<file path="src/mfp_pkg.sv">
// meter frame parser package: layout constants, record types, status codes
// and the crc-16 byte update; used by the core, record queue, top level and checker
package mfp_pkg;

    localparam int DEF_LINE_COUNT     = 3;
    localparam int DEF_SENSOR_COUNT   = 3;
    localparam int DEF_PAYLOAD_LENGTH = 53;

    localparam int HEAD_BYTES     = 4;
    localparam int LINE_BYTES     = 16;
    localparam int FRAME_OVERHEAD = 6;
    localparam int REC_FIFO_DEPTH = 4;

    localparam logic [15:0] CRC_INIT    = 16'hFFFF;
    localparam logic [15:0] CRC_POLY    = 16'hA001;
    localparam logic [31:0] DIV10_RECIP = 32'hCCCC_CCCD;
    localparam int          DIV10_SHIFT = 35;

    typedef enum logic [1:0] {
        KIND_LINE    = 2'd0,
        KIND_TEMP    = 2'd1,
        KIND_VERDICT = 2'd2
    } kind_t;

    typedef enum logic [2:0] {
        STATUS_OK    = 3'd0,
        STATUS_SHORT = 3'd1,
        STATUS_LONG  = 3'd2,
        STATUS_LEN   = 3'd3,
        STATUS_CRC   = 3'd4
    } status_t;

    typedef struct packed {
        kind_t       kind;
        logic [2:0]  index;
        logic [15:0] voltage_or_address;
        logic [15:0] current_or_function;
        logic [15:0] power_or_rate;
        logic [24:0] energy;
        logic [15:0] alarm_current;
        logic [7:0]  power_factor;
        logic [7:0]  switch_state;
        logic [15:0] harmonic;
        logic [28:0] apparent_power;
        status_t     status;
    } rec_t;

    typedef struct packed {
        logic first;
        logic second;
    } push_t;

    function automatic logic [15:0] crc16_feed(logic [15:0] crc_in, logic [7:0] data);
        logic [15:0] c;
        c = crc_in ^ {8'h00, data};
        for (int k = 0; k < 8; k++)
        begin
            c = c[0] ? ((c >> 1) ^ CRC_POLY) : (c >> 1);
        end
        return c;
    endfunction

endpackage

</file>
<file path="src/mfp_byte_if.sv">
// input channel of the meter frame parser: one frame byte per beat
// no dependencies
interface mfp_byte_if;
    logic       valid;
    logic       ready;
    logic [7:0] rx_byte;
    logic       frame_end;

    modport source (output valid, output rx_byte, output frame_end, input ready);
    modport sink (input valid, input rx_byte, input frame_end, output ready);
endinterface

</file>
<file path="src/mfp_rec_if.sv">
// output channel of the meter frame parser: one record per beat
// no dependencies
interface mfp_rec_if;
    logic        valid;
    logic        ready;
    logic [1:0]  record_kind;
    logic [2:0]  record_index;
    logic [15:0] voltage_or_address;
    logic [15:0] current_or_function;
    logic [15:0] power_or_rate;
    logic [24:0] energy;
    logic [15:0] alarm_current;
    logic [7:0]  power_factor;
    logic [7:0]  switch_state;
    logic [15:0] harmonic;
    logic [28:0] apparent_power;
    logic [2:0]  frame_status;

    modport source (
        output valid, input ready,
        output record_kind, output record_index, output voltage_or_address,
        output current_or_function, output power_or_rate, output energy,
        output alarm_current, output power_factor, output switch_state,
        output harmonic, output apparent_power, output frame_status
    );
    modport sink (
        input valid, output ready,
        input record_kind, input record_index, input voltage_or_address,
        input current_or_function, input power_or_rate, input energy,
        input alarm_current, input power_factor, input switch_state,
        input harmonic, input apparent_power, input frame_status
    );
endinterface

</file>
<file path="src/mfp_core.sv">
// frame parsing core: byte position, crc, field assembly and record build
// depends on mfp_pkg
module mfp_core #(
    parameter int LINE_COUNT     = mfp_pkg::DEF_LINE_COUNT,
    parameter int SENSOR_COUNT   = mfp_pkg::DEF_SENSOR_COUNT,
    parameter int PAYLOAD_LENGTH = mfp_pkg::DEF_PAYLOAD_LENGTH
) (
    input  logic           clk,
    input  logic           rst_n,
    input  logic           accept,
    input  logic [7:0]     rx_byte,
    input  logic           frame_end,
    output mfp_pkg::rec_t  rec0,
    output mfp_pkg::rec_t  rec1,
    output mfp_pkg::push_t push
);
    import mfp_pkg::*;

    localparam int FRAME_TOTAL = PAYLOAD_LENGTH + FRAME_OVERHEAD;
    localparam int RATE_INT    = HEAD_BYTES + LINE_BYTES * LINE_COUNT;
    localparam logic [7:0] CRC_LO_POS = 8'(FRAME_TOTAL - 2);
    localparam logic [7:0] LAST_POS   = 8'(FRAME_TOTAL - 1);
    localparam logic [7:0] RATE_POS   = 8'(RATE_INT);
    localparam logic [7:0] COUNT_POS  = 8'(RATE_INT + SENSOR_COUNT + 1);
    localparam logic [7:0] HEAD_POS   = 8'(HEAD_BYTES);
    localparam logic [7:0] POS_MAX    = 8'hFF;
    localparam logic [15:0] LEN_EXPECT = 16'(PAYLOAD_LENGTH);

    logic [7:0]  pos_reg, pos_next;
    logic [15:0] crc_reg, crc_next, crc_upd;
    logic [7:0]  crc_lo_reg, crc_lo_next, crc_lo_upd;
    logic [7:0]  addr_reg, addr_next, addr_upd;
    logic [7:0]  func_reg, func_next, func_upd;
    logic [15:0] len_reg, len_next, len_upd;
    logic [7:0]  rate_reg, rate_next, rate_upd;
    logic [7:0]  count_reg, count_next, count_upd;

    logic [7:0]  line_bytes_reg [LINE_BYTES];
    logic [24:0] energy_reg;
    logic [31:0] prod_reg;
    logic [28:0] quot_reg;
    logic [63:0] recip_prod;

    logic [7:0]  off;
    logic [3:0]  j;
    logic        in_lines;
    logic        in_temp;
    logic        line_done;
    status_t     status;
    rec_t        data_rec;
    rec_t        verdict_rec;

    assign off       = pos_reg - HEAD_POS;
    assign j         = off[3:0];
    assign in_lines  = (pos_reg >= HEAD_POS) && (pos_reg < RATE_POS);
    assign in_temp   = (pos_reg > RATE_POS) && (pos_reg < COUNT_POS);
    assign line_done = in_lines && (j == 4'd15);
    assign recip_prod = {32'h0, prod_reg} * {32'h0, DIV10_RECIP};

    // header, rate, count, crc and position updates
    always_comb
    begin
        crc_upd   = (pos_reg < CRC_LO_POS) ? crc16_feed(crc_reg, rx_byte) : crc_reg;
        crc_lo_upd = (pos_reg == CRC_LO_POS) ? rx_byte : crc_lo_reg;
        addr_upd  = (pos_reg == 8'd0) ? rx_byte : addr_reg;
        func_upd  = (pos_reg == 8'd1) ? rx_byte : func_reg;
        len_upd   = len_reg;
        if (pos_reg == 8'd2)
        begin
            len_upd[15:8] = rx_byte;
        end
        if (pos_reg == 8'd3)
        begin
            len_upd[7:0] = rx_byte;
        end
        rate_upd  = (pos_reg == RATE_POS) ? rx_byte : rate_reg;
        count_upd = (pos_reg == COUNT_POS) ? rx_byte : count_reg;

        pos_next    = pos_reg;
        crc_next    = crc_reg;
        crc_lo_next = crc_lo_reg;
        addr_next   = addr_reg;
        func_next   = func_reg;
        len_next    = len_reg;
        rate_next   = rate_reg;
        count_next  = count_reg;
        if (accept)
        begin
            if (frame_end)
            begin
                pos_next    = 8'd0;
                crc_next    = CRC_INIT;
                crc_lo_next = 8'd0;
                addr_next   = 8'd0;
                func_next   = 8'd0;
                len_next    = 16'd0;
                rate_next   = 8'd0;
                count_next  = 8'd0;
            end
            else
            begin
                pos_next    = (pos_reg == POS_MAX) ? POS_MAX : pos_reg + 8'd1;
                crc_next    = crc_upd;
                crc_lo_next = crc_lo_upd;
                addr_next   = addr_upd;
                func_next   = func_upd;
                len_next    = len_upd;
                rate_next   = rate_upd;
                count_next  = count_upd;
            end
        end
    end

    // verdict
    always_comb
    begin
        priority if (pos_reg < LAST_POS)
        begin
            status = STATUS_SHORT;
        end
        else if (pos_reg > LAST_POS)
        begin
            status = STATUS_LONG;
        end
        else if (len_reg != LEN_EXPECT)
        begin
            status = STATUS_LEN;
        end
        else if ({rx_byte, crc_lo_reg} != crc_reg)
        begin
            status = STATUS_CRC;
        end
        else
        begin
            status = STATUS_OK;
        end
    end

    // record build
    always_comb
    begin
        data_rec = '0;
        if (in_temp)
        begin
            data_rec.kind  = KIND_TEMP;
            data_rec.index = 3'(pos_reg - RATE_POS - 8'd1);
            data_rec.voltage_or_address = {8'h00, rx_byte};
        end
        else
        begin
            data_rec.kind  = KIND_LINE;
            data_rec.index = off[6:4];
            data_rec.voltage_or_address  = {line_bytes_reg[0], line_bytes_reg[1]};
            data_rec.current_or_function = {line_bytes_reg[2], line_bytes_reg[3]};
            data_rec.power_or_rate       = {line_bytes_reg[4], line_bytes_reg[5]};
            data_rec.energy              = energy_reg;
            data_rec.alarm_current       = {line_bytes_reg[10], line_bytes_reg[11]};
            data_rec.power_factor        = line_bytes_reg[12];
            data_rec.switch_state        = line_bytes_reg[13];
            data_rec.harmonic            = {line_bytes_reg[14], rx_byte};
            data_rec.apparent_power      = quot_reg;
        end

        verdict_rec = '0;
        verdict_rec.kind                = KIND_VERDICT;
        verdict_rec.voltage_or_address  = {8'h00, addr_upd};
        verdict_rec.current_or_function = {8'h00, func_upd};
        verdict_rec.power_or_rate       = {8'h00, rate_upd};
        verdict_rec.alarm_current       = {8'h00, count_upd};
        verdict_rec.status              = status;

        push = '0;
        rec0 = verdict_rec;
        rec1 = verdict_rec;
        if (accept)
        begin
            if (line_done || in_temp)
            begin
                rec0        = data_rec;
                push.first  = 1'b1;
                push.second = frame_end;
            end
            else
            begin
                push.first = frame_end;
            end
        end
    end

    always_ff @(posedge clk or negedge rst_n)
    begin
        if (!rst_n)
        begin
            pos_reg    <= 8'd0;
            crc_reg    <= CRC_INIT;
            crc_lo_reg <= 8'd0;
            addr_reg   <= 8'd0;
            func_reg   <= 8'd0;
            len_reg    <= 16'd0;
            rate_reg   <= 8'd0;
            count_reg  <= 8'd0;
        end
        else
        begin
            pos_reg    <= pos_next;
            crc_reg    <= crc_next;
            crc_lo_reg <= crc_lo_next;
            addr_reg   <= addr_next;
            func_reg   <= func_next;
            len_reg    <= len_next;
            rate_reg   <= rate_next;
            count_reg  <= count_next;
        end
    end

    // line assembly; product after current, quotient one byte later
    always_ff @(posedge clk)
    begin
        if (accept && in_lines)
        begin
            line_bytes_reg[j] <= rx_byte;
            if (j == 4'd3)
            begin
                prod_reg <= {line_bytes_reg[0], line_bytes_reg[1]}
                          * {line_bytes_reg[2], rx_byte};
            end
            if (j == 4'd4)
            begin
                quot_reg <= 29'(recip_prod >> DIV10_SHIFT);
            end
            if (j == 4'd7)
            begin
                energy_reg <= {1'b0, line_bytes_reg[6], rx_byte, 8'h00};
            end
            if (j == 4'd9)
            begin
                energy_reg <= energy_reg + {9'h000, line_bytes_reg[8], rx_byte};
            end
        end
    end

endmodule

</file>
<file path="src/mfp_rec_fifo.sv">
// record queue: takes up to two records per beat, hands out one
// depends on mfp_pkg
module mfp_rec_fifo (
    input  logic           clk,
    input  logic           rst_n,
    input  mfp_pkg::push_t push,
    input  mfp_pkg::rec_t  rec0,
    input  mfp_pkg::rec_t  rec1,
    input  logic           pop,
    output mfp_pkg::rec_t  head,
    output logic           not_empty,
    output logic           has_room
);
    import mfp_pkg::*;

    localparam int DEPTH = REC_FIFO_DEPTH;
    localparam int PTR_W = $clog2(DEPTH);
    localparam int CNT_W = PTR_W + 1;

    rec_t             mem [DEPTH];
    logic [PTR_W-1:0] wr_ptr_reg, wr_ptr_next;
    logic [PTR_W-1:0] rd_ptr_reg, rd_ptr_next;
    logic [CNT_W-1:0] cnt_reg, cnt_next;
    logic [CNT_W-1:0] n_push;

    assign n_push    = CNT_W'(push.first) + CNT_W'(push.second);
    assign head      = mem[rd_ptr_reg];
    assign not_empty = (cnt_reg != '0);
    assign has_room  = (cnt_reg <= CNT_W'(DEPTH - 2));

    always_comb
    begin
        wr_ptr_next = wr_ptr_reg + PTR_W'(n_push);
        rd_ptr_next = rd_ptr_reg + PTR_W'(pop);
        cnt_next    = cnt_reg + n_push - CNT_W'(pop);
    end

    always_ff @(posedge clk or negedge rst_n)
    begin
        if (!rst_n)
        begin
            wr_ptr_reg <= '0;
            rd_ptr_reg <= '0;
            cnt_reg    <= '0;
        end
        else
        begin
            wr_ptr_reg <= wr_ptr_next;
            rd_ptr_reg <= rd_ptr_next;
            cnt_reg    <= cnt_next;
        end
    end

    always_ff @(posedge clk)
    begin
        if (push.first)
        begin
            mem[wr_ptr_reg] <= rec0;
        end
        if (push.second)
        begin
            mem[wr_ptr_reg + PTR_W'(1)] <= rec1;
        end
    end

endmodule

</file>
<file path="src/meter_frame_parser_unit.sv">
// meter frame parser top level: byte channel in, record channel out
// depends on mfp_pkg, mfp_byte_if, mfp_rec_if, mfp_core, mfp_rec_fifo
//
//   channel  | dir | beat
//   ---------+-----+--------------------------------------------------
//   in_ch    | in  | one frame byte, frame_end on the last byte
//   out_ch   | out | one line, temperature or verdict record
//
// one byte is taken each cycle the queue has room; its records are written
// to a four-entry record queue in the same cycle and can leave on the next one
// a byte yields at most two records; in_ch.ready is low while fewer than two
// queue entries are free, so a sustained output stall stops input
// reset clears position, crc, header fields and the queue; no clearing pass
module meter_frame_parser_unit #(
    parameter int LINE_COUNT     = mfp_pkg::DEF_LINE_COUNT,
    parameter int SENSOR_COUNT   = mfp_pkg::DEF_SENSOR_COUNT,
    parameter int PAYLOAD_LENGTH = mfp_pkg::DEF_PAYLOAD_LENGTH
) (
    input logic      clk,
    input logic      rst_n,
    mfp_byte_if.sink in_ch,
    mfp_rec_if.source out_ch
);
    import mfp_pkg::*;

    logic  accept;
    logic  pop;
    logic  not_empty;
    logic  has_room;
    push_t push;
    rec_t  rec0;
    rec_t  rec1;
    rec_t  head;

    assign in_ch.ready = has_room;
    assign accept      = in_ch.valid & has_room;
    assign pop         = not_empty & out_ch.ready;

    mfp_core #(
        .LINE_COUNT     (LINE_COUNT),
        .SENSOR_COUNT   (SENSOR_COUNT),
        .PAYLOAD_LENGTH (PAYLOAD_LENGTH)
    ) u_core (
        .clk       (clk),
        .rst_n     (rst_n),
        .accept    (accept),
        .rx_byte   (in_ch.rx_byte),
        .frame_end (in_ch.frame_end),
        .rec0      (rec0),
        .rec1      (rec1),
        .push      (push)
    );

    mfp_rec_fifo u_fifo (
        .clk       (clk),
        .rst_n     (rst_n),
        .push      (push),
        .rec0      (rec0),
        .rec1      (rec1),
        .pop       (pop),
        .head      (head),
        .not_empty (not_empty),
        .has_room  (has_room)
    );

    assign out_ch.valid               = not_empty;
    assign out_ch.record_kind         = 2'(head.kind);
    assign out_ch.record_index        = head.index;
    assign out_ch.voltage_or_address  = head.voltage_or_address;
    assign out_ch.current_or_function = head.current_or_function;
    assign out_ch.power_or_rate       = head.power_or_rate;
    assign out_ch.energy              = head.energy;
    assign out_ch.alarm_current       = head.alarm_current;
    assign out_ch.power_factor        = head.power_factor;
    assign out_ch.switch_state        = head.switch_state;
    assign out_ch.harmonic            = head.harmonic;
    assign out_ch.apparent_power      = head.apparent_power;
    assign out_ch.frame_status        = 3'(head.status);

endmodule

</file>
<file path="src/flat_wrapper.sv">
// flat-port wrapper written by rule: the top's interface ports become plain ports
module meter_frame_parser_unit_flat import mfp_pkg::*;
#(
    parameter int LINE_COUNT     = mfp_pkg::DEF_LINE_COUNT,
    parameter int SENSOR_COUNT   = mfp_pkg::DEF_SENSOR_COUNT,
    parameter int PAYLOAD_LENGTH = mfp_pkg::DEF_PAYLOAD_LENGTH
)
  (clk, rst_n, in_ch_valid, in_ch_rx_byte, in_ch_frame_end, in_ch_ready, out_ch_valid, out_ch_ready, out_ch_record_kind, out_ch_record_index, out_ch_voltage_or_address, out_ch_current_or_function, out_ch_power_or_rate, out_ch_energy, out_ch_alarm_current, out_ch_power_factor, out_ch_switch_state, out_ch_harmonic, out_ch_apparent_power, out_ch_frame_status);
  mfp_byte_if in_ch_i ();
  mfp_rec_if out_ch_i ();
  input logic clk;
  input logic rst_n;
  input wire logic [$bits(in_ch_i.valid)-1:0] in_ch_valid;
  input wire logic [$bits(in_ch_i.rx_byte)-1:0] in_ch_rx_byte;
  input wire logic [$bits(in_ch_i.frame_end)-1:0] in_ch_frame_end;
  output wire logic [$bits(in_ch_i.ready)-1:0] in_ch_ready;
  output wire logic [$bits(out_ch_i.valid)-1:0] out_ch_valid;
  input wire logic [$bits(out_ch_i.ready)-1:0] out_ch_ready;
  output wire logic [$bits(out_ch_i.record_kind)-1:0] out_ch_record_kind;
  output wire logic [$bits(out_ch_i.record_index)-1:0] out_ch_record_index;
  output wire logic [$bits(out_ch_i.voltage_or_address)-1:0] out_ch_voltage_or_address;
  output wire logic [$bits(out_ch_i.current_or_function)-1:0] out_ch_current_or_function;
  output wire logic [$bits(out_ch_i.power_or_rate)-1:0] out_ch_power_or_rate;
  output wire logic [$bits(out_ch_i.energy)-1:0] out_ch_energy;
  output wire logic [$bits(out_ch_i.alarm_current)-1:0] out_ch_alarm_current;
  output wire logic [$bits(out_ch_i.power_factor)-1:0] out_ch_power_factor;
  output wire logic [$bits(out_ch_i.switch_state)-1:0] out_ch_switch_state;
  output wire logic [$bits(out_ch_i.harmonic)-1:0] out_ch_harmonic;
  output wire logic [$bits(out_ch_i.apparent_power)-1:0] out_ch_apparent_power;
  output wire logic [$bits(out_ch_i.frame_status)-1:0] out_ch_frame_status;
  assign in_ch_i.valid = in_ch_valid;
  assign in_ch_i.rx_byte = in_ch_rx_byte;
  assign in_ch_i.frame_end = in_ch_frame_end;
  assign in_ch_ready = in_ch_i.ready;
  assign out_ch_valid = out_ch_i.valid;
  assign out_ch_i.ready = out_ch_ready;
  assign out_ch_record_kind = out_ch_i.record_kind;
  assign out_ch_record_index = out_ch_i.record_index;
  assign out_ch_voltage_or_address = out_ch_i.voltage_or_address;
  assign out_ch_current_or_function = out_ch_i.current_or_function;
  assign out_ch_power_or_rate = out_ch_i.power_or_rate;
  assign out_ch_energy = out_ch_i.energy;
  assign out_ch_alarm_current = out_ch_i.alarm_current;
  assign out_ch_power_factor = out_ch_i.power_factor;
  assign out_ch_switch_state = out_ch_i.switch_state;
  assign out_ch_harmonic = out_ch_i.harmonic;
  assign out_ch_apparent_power = out_ch_i.apparent_power;
  assign out_ch_frame_status = out_ch_i.frame_status;
  meter_frame_parser_unit #(.LINE_COUNT(LINE_COUNT), .SENSOR_COUNT(SENSOR_COUNT), .PAYLOAD_LENGTH(PAYLOAD_LENGTH)) u_core (.clk(clk), .rst_n(rst_n), .in_ch(in_ch_i), .out_ch(out_ch_i));
endmodule
</file>
<file path="config.mk">
export PLATFORM = sky130hd
export DESIGN_NAME = meter_frame_parser_unit_flat
export DESIGN_NICKNAME = d
export VERILOG_FILES = /design/src/mfp_pkg.sv /design/src/mfp_byte_if.sv /design/src/mfp_rec_if.sv /design/src/mfp_core.sv /design/src/mfp_rec_fifo.sv /design/src/meter_frame_parser_unit.sv /design/src/flat_wrapper.sv
export SDC_FILE = /design/constraint.sdc
export NUM_CORES = 2
export LEC_CHECK = 0
export BUFFER_PORTS_ARGS = -buffer_cell sky130_fd_sc_hd__buf_4
export CAP_MARGIN = 20
export CORE_MARGIN = 5
export CORE_UTILIZATION = 35
export DETAILED_ROUTE_END_ITERATION = 8
export SETUP_SLACK_MARGIN = 0.15
export SLEW_MARGIN = 10
export SYNTH_ARGS = -nofsm -noshare
export SYNTH_HDL_FRONTEND = slang
export SYNTH_SLANG_ARGS = --single-unit
</file>
<file path="constraint.sdc">
create_clock -name clk -period 7.51 [get_ports clk]
set_input_delay 0.3755 -clock clk [delete_from_list [all_inputs] [get_ports clk]]
set_output_delay 0.3755 -clock clk [all_outputs]
set_load 0.01 [all_outputs]
</file>
* Word level (Yosys, flattened, before mapping)
Memories as Yosys holds them, arrays and structs flattened.
Index checks and enable logic that the tools add are counted.
** Operators by class
- Reduce and logical (&&, ||, !) cells :: 19
- Equal/unequal tests :: 14
- Add/subtract/negate cells :: 11
- Order comparisons :: 8
- $mul :: 2
- Bitwise gates (word level) :: 11
- Mux-type cells :: 44
** Operators by type and width (count)
- 158-bit 2-to-1 mux :: 2
- 16-bit 2-to-1 mux :: 11
- 134-bit 2-to-1 mux :: 1
- 8-bit 2-to-1 mux :: 14
- 32-bit by 32-bit multiplier with 64-bit output, second input constant :: 1
- 25-bit 2-to-1 mux :: 2
- 8-bit by 6-bit < comparator with 1-bit output, second input constant :: 4
- 16-bit by 16-bit multiplier with 32-bit output :: 1
- 25-bit by 16-bit adder with 25-bit output :: 1
- 8-bit by 6-bit equality test with 1-bit output, second input constant :: 3
- 2-bit inverter with 3-bit output :: 8
- 20-bit 2-to-1 mux :: 1
- 8-bit by 2-bit equality test with 1-bit output, second input constant :: 2
- 8-bit by 6-bit > comparator with 1-bit output, second input constant :: 2
- 16-bit inequality test :: 1
- 16-bit by 6-bit inequality test with 1-bit output, second input constant :: 1
- 16-bit by 8-bit bitwise XOR with 16-bit output :: 1
- 2-bit AND reduction :: 7
- 3-bit 2-to-1 mux :: 4
- 2-bit nonzero test :: 5
- 8-bit by 1-bit adder with 8-bit output, second input constant :: 1
- 4-bit by 3-bit equality test with 1-bit output, second input constant :: 2
- 4-bit equality test, second input constant :: 2
- 8-bit by 1-bit equality test with 1-bit output, second input constant :: 1
- 20 further kinds :: 31
** Word-level totals
- Word-level logic and storage cells :: 126
- Memory bits (writable) :: 760
- Output and inout bits :: 160
- Register bits :: 173
- Memories :: 2
- Input port bits :: 13
** Memories
- u_core.u_fifo.mem :: words 4, width 158, rd ports 1, clocked after memory_dff 0, wr ports 2, RTL line mfp_rec_fifo.sv:20 : rec_t mem [DEPTH];
- u_core.u_core.line_bytes_reg :: words 16, width 8, rd ports 13, clocked after memory_dff 0, wr ports 1, RTL line mfp_core.sv:38 : logic [7:0] line_bytes_reg [LINE_BYTES];

* Longest topological paths before layout
- Word-level depth :: 19
- Depth in mapped cells :: 26

* By module
A second synthesis with hierarchy kept.
** Unflattened totals
- Cells, all modules :: 5366
- Area, all modules :: 68833.5 µm²
** Modules (own cells, without submodules)
- mfp_core :: area each 38137.8 µm², times used 1, seq. area each 7727.4 µm², cells an instance 3798
- mfp_rec_fifo :: area each 30683.2 µm², times used 1, seq. area each 19153.4 µm², cells an instance 1566
- meter_frame_parser_unit :: area each 12.5 µm², times used 1, seq. area each 0.0 µm², cells an instance 2

* Least setup slack after synthesis
No wires, ideal clock.
- Path kind :: reg-to-reg
- Start :: reg u_core.u_core.prod_reg[18]
- End :: reg u_core.u_core.quot_reg[20] (data pin)
- Data arrival time :: 6.398 ns
- Library setup time :: 0.264 ns
- Period minus slack after synthesis :: 6.661 ns
- Setup slack :: 0.849 ns
- Cell stages (with the launch flop) :: 25
- Cells stage by stage :: edfxtp_1 > ha_1 > inv_1 > fa_1 > inv_1 > fa_1 > inv_1 > fa_1 > inv_1 > fa_1 > fa_1 > fa_1 > inv_1 > fa_1 > inv_1 > ha_1 > a211oi_1 > o21bai_1 > a311o_1 > a21o_1 > a21oi_1 > a21oi_1 > o2111ai_1 > a31oi_1 > xor2_1
** Between the ends
- Longest elaborated chain between the ends :: 1
** Ends and longest elaborated chain
- start: declaration :: RTL line mfp_core.sv:40 : logic [31:0] prod_reg;
- start signal: assignment :: RTL line mfp_core.sv:224 : prod_reg <= {line_bytes_reg[0], line_bytes_reg[1]}
- 32-bit by 32-bit multiplier with 64-bit output :: RTL line mfp_core.sv:58 : assign recip_prod = {32'h0, prod_reg} * {32'h0, DIV10_RECIP};
- via u_core.u_core.recip_prod[55] :: RTL line mfp_core.sv:42 : logic [63:0] recip_prod;
- end signal: assignment :: RTL line mfp_core.sv:229 : quot_reg <= 29'(recip_prod >> DIV10_SHIFT);
- end: declaration :: RTL line mfp_core.sv:41 : logic [28:0] quot_reg;
The timed path passes the listed nets, and every way through them passes these cells.
A chain may end at the register's enable or synchronous reset.

* Worst setup path after layout
- Start :: reg u_core.u_core.prod_reg[22]
- End :: reg u_core.u_core.quot_reg[21] (data pin)
The elaborated chain is that of the path after synthesis.

==> impl_summary.txt <==
----------------------------------------------------
[Worst setup path]
  Worst EP required ... 7.98 ns
  Maximum net fanout on the critical path ... 5
  Flop2flop setup slack ... ~0.33 ns
  Launch point of the worst path ... u_core.u_core.prod_reg[22]
  Type of the setup path with the least slack ... reg2reg
  CP delay by family, top ... adder cells
  Cell chain of the critical path ... ha_1 > ha_1 > fa_1 > inv_1 > fa_1 > inv_1 > fa_1 > fa_2 > fa_2 > fa_2 > ha_4 > nand2_1 > nor3_1 > a221oi_1 > o211ai_1 > buf_4 > nand4_1 > a21oi_1 > buf_4 > buf_4 > o211ai_1 > nand3b_1 > xnor2_1
  Worst reg2reg endpoint ... u_core.u_core.quot_reg[21]
  Stages on worst setup path ... 23
  Endpoint of the worst setup timing path ... u_core.u_core.quot_reg[21]
  FF-to-FF path depth ... 23
  Delay of the slowest cell on the worst path ... 0.66 ns
  Critical path arrival ... 7.65 ns
  Worst setup EP type ... flip-flop
  Startpoint class of the critical path ... flip-flop
  Worst path buffer plus inverter count ... 5
  CP max-delay cell ... fa_2
  Crit Reg-Reg Startpoint ... u_core.u_core.prod_reg[22]

[Floorplan]
  Number of cell rows ... 156
  Total Die Area ... around 190000 µm²
  Die Y-Extent ... 436 µm
  Core footprint ... 181000 µm²
  Starting utilization of the core area ... about a third
  Die outline width ... roughly 440 µm
  Number of top-level pins ... 173

[Layout]
  Total non-filler cell area in the finished layout ... 71300 µm²
  Fraction of layout cells with a size suffix above 1 ... 12.2%
  Largest register FFs ... about 630
  Filler cells ... around 17000
  Total Nets Final ... 7467
  Share of the core filled with cells ... between 30% and 40%
  Synth-to-layout area growth ... 12.3%

[Power]
  Total power density per cell area ... 214 nW/µm²
  Maximum vdd ir drop ... 280 µV
  Design Power ... 15.3 mW
  Static leakage power ... ~30 nW

[Timing]
  Final clock period utilization by the worst path ... a little over nine tenths
  Fmax ... 0.139 GHz
  Min Tclk post-route ... 7.18 ns
  Max-Slew Margin vs Limit ... approximately a fifth
  Number of slew-limit violations in the final report ... 0
  Number of hold violations in the final report ... 0
  RSZ-0062 raised after global routing ... true
  Slew at the pin with the worst max-slew slack ... 1.18 ns
  Number of setup violations in the final report ... 0
  Total Neg Setup Slack ... 0 ns
  Post-Route Skew ... 0.0931 ns

[Synth]
  Portion of the post-synthesis area used by sequential elements ... 34.6%
  Fraction of synthesized cell area taken by the top area cell type ... 18.3%
  Count of unique library cells instantiated by Yosys ... 78
  Number of enable-type register cells in the synthesized netlist ... 330
  Dominant cell type by area after synthesis ... fa_1
  Net count after synthesis ... 7373
  Count leader, synth ... nand2_1
  Fraction of synthesis flops using an asynchronous set or reset pin ... a little under a tenth
  Mean area per synthesized cell ... 10.1 µm²
  Biggest area contributors in the synthesized netlist ... fa_1 (18%), edfxtp_1 (16%), dfxtp_1 (16%)
  Cells after synthesis ... 6302
  Synthesized area ... 63500 µm²
  Top cell types by occurrence after synthesis ... nand2_1 (866), inv_1 (805), a21oi_1 (592)
  Total number of yosys warnings ... 0
  Main synth FF type ... dfxtp_1
  Seq cells post-synth ... ~910

[Global route]
  Largest net degree at the start of global routing ... 210
  Global Route Usage Sum ... 20.7%
  Vias in the first global route ... ~49000
  Number of antenna violations at the first check in global routing ... 8
  Residual overflow from global routing ... 0
  Wire length of the first global-routing pass ... about 300000 µm

[Route]
  1st-iter DRT viols ... a little under 4000
  Number of antenna-violating nets in the routed design ... 0
  Number of design rule violations left after detail routing ... 0
  Final routed wirelength across all metal layers ... 200000 µm
  Average vias per placed instance ... 5.37
  Total number of vias ... between 40000 and 50000
  Average detailed-routed wire length per instance ... between 20 and 25 µm
  Number of iterations in the first detailed-routing pass ... 6

[Clocking]
  Max Buffers Root-to-Sink ... 3
  TritonCTS clock tree ... built
  Number of clock buffers inserted by TritonCTS ... 96
  Sink Count ... 909
  H-tree levels ... 3
  Clk_lat worst skew ... 0.76 ns
  CTS root buffer ... clkbuf_16
  Clock transition at path regs ... 0.07 ns

[Placement]
  Placed Area ... roughly 67000 µm²
  Final RePlAce weighted congestion ... 0.974
  Port buffer count ... 172
  Post-detail-place hpwl ... 138000 µm

[Run]
  Number of max-cap violations ... 0

[Outcome]
  Outcome ... finished clean

[Min path]
  Hold crit path type ... in2reg
  Hold Crit Start ... in_ch_rx_byte[7]

----------------------------------------------------
==> layer usage <==
metal / vias to the layer above / track usage, % / share of wire, %
met5: - / 0 / 0
met4: 0 / 9.31 / 5.0
met3: 335 / 2.51 / 6.0
met2: 1700 / 34.1 / 48
met1: 24200 / 27.3 / 41
li1: 21300 / - / -
==> cell type report <==
cell class                 instances  area (µm²)  share of cell area, %
antenna                            6        15.0                 0.0211
clock buffer                     136        2740                   3.84
clock inverter                    45         450                  0.632
inverter                         806        3030                   4.25
multi-input combinational       4205       37200                   52.2
sequential                       909       22000                   30.8
tap                             2370        2970                   4.16
timing repair buffer             378        2910                   4.08
==> worst min-delay path by stage <==
stage,endpoint,slack [ns],cells after the start
final,u_core.u_core.line_bytes_reg[1][7],0.1,1
after global routing,u_core.u_core.line_bytes_reg[1][7],0.05,1
after CTS,u_core.u_core.line_bytes_reg[1][7],0.02,1
after detailed placement,u_core.u_fifo.rd_ptr_reg[1],0.34,1
after global placement,u_core.u_fifo.rd_ptr_reg[1],0.34,1
after floorplan,u_core.u_core.addr_reg[0],0.08,0
==> power breakdown <==
part	internal, mW	switching (mW)
registers	5.41	0.316
clock network	2.68	2.15
logic	1.67	3.05
total	9.77	5.52
==> through the flow <==
| step | setup WS [ns] | cells | hold WS, ns |
|---|---|---|---|
| floorplan | 0.849 | 6302 | 0.0799 |
| global placement | 0.155 | 8624 | 0.343 |
| detailed placement | 0.143 | 8624 | 0.344 |
| CTS | 0.151 | 8811 | 0.0197 |
| global route | 0.121 | 8852 | 0.0479 |
| finish | 0.335 | 8855 | 0.0981 |
==> cell usage in the layout (no fill, tap or decap), types with 17 or more instances in the layout <==
cell / count
a21o_1: 45
and2_1: 125
o22ai_1: 106
and3_1: 23
a21oi_1: 585
o21ai_0: 149
dfrtp_1: 69
dfxtp_1: 492
mux2i_1: 50
edfxtp_1: 330
ha_4: 17
ha_1: 452
nand2_1: 865
xnor2_1: 95
mux4_2: 158
nor2_1: 111
nand3_1: 495
clkbuf_1: 26
clkbuf_16: 100
nand4_1: 25
xor2_1: 70
fa_1: 578
buf_4: 370
inv_1: 802
nor3_1: 20
==> logic make-up after synthesis <==
kind of cell | share of synthesized area (%)
and+or+nand+nor | 12.4
muxes | 6.57
buffers and inverters | 7.46
DFF | 34.6
adders and majority gates | 27.7
xor gates and xnor gates | 2.32
AOI/OAI and AO/OA | 9.01
==> timing repair <==
item,CTS,global route
gates resized for setup,5,54
hold endpoints to repair,26,0
buffers inserted,5,38
hold buffers,1,0
setup endpoints to repair,12,20
pin swaps,0,21
Note: power is estimated with default switching activity, not from simulation.
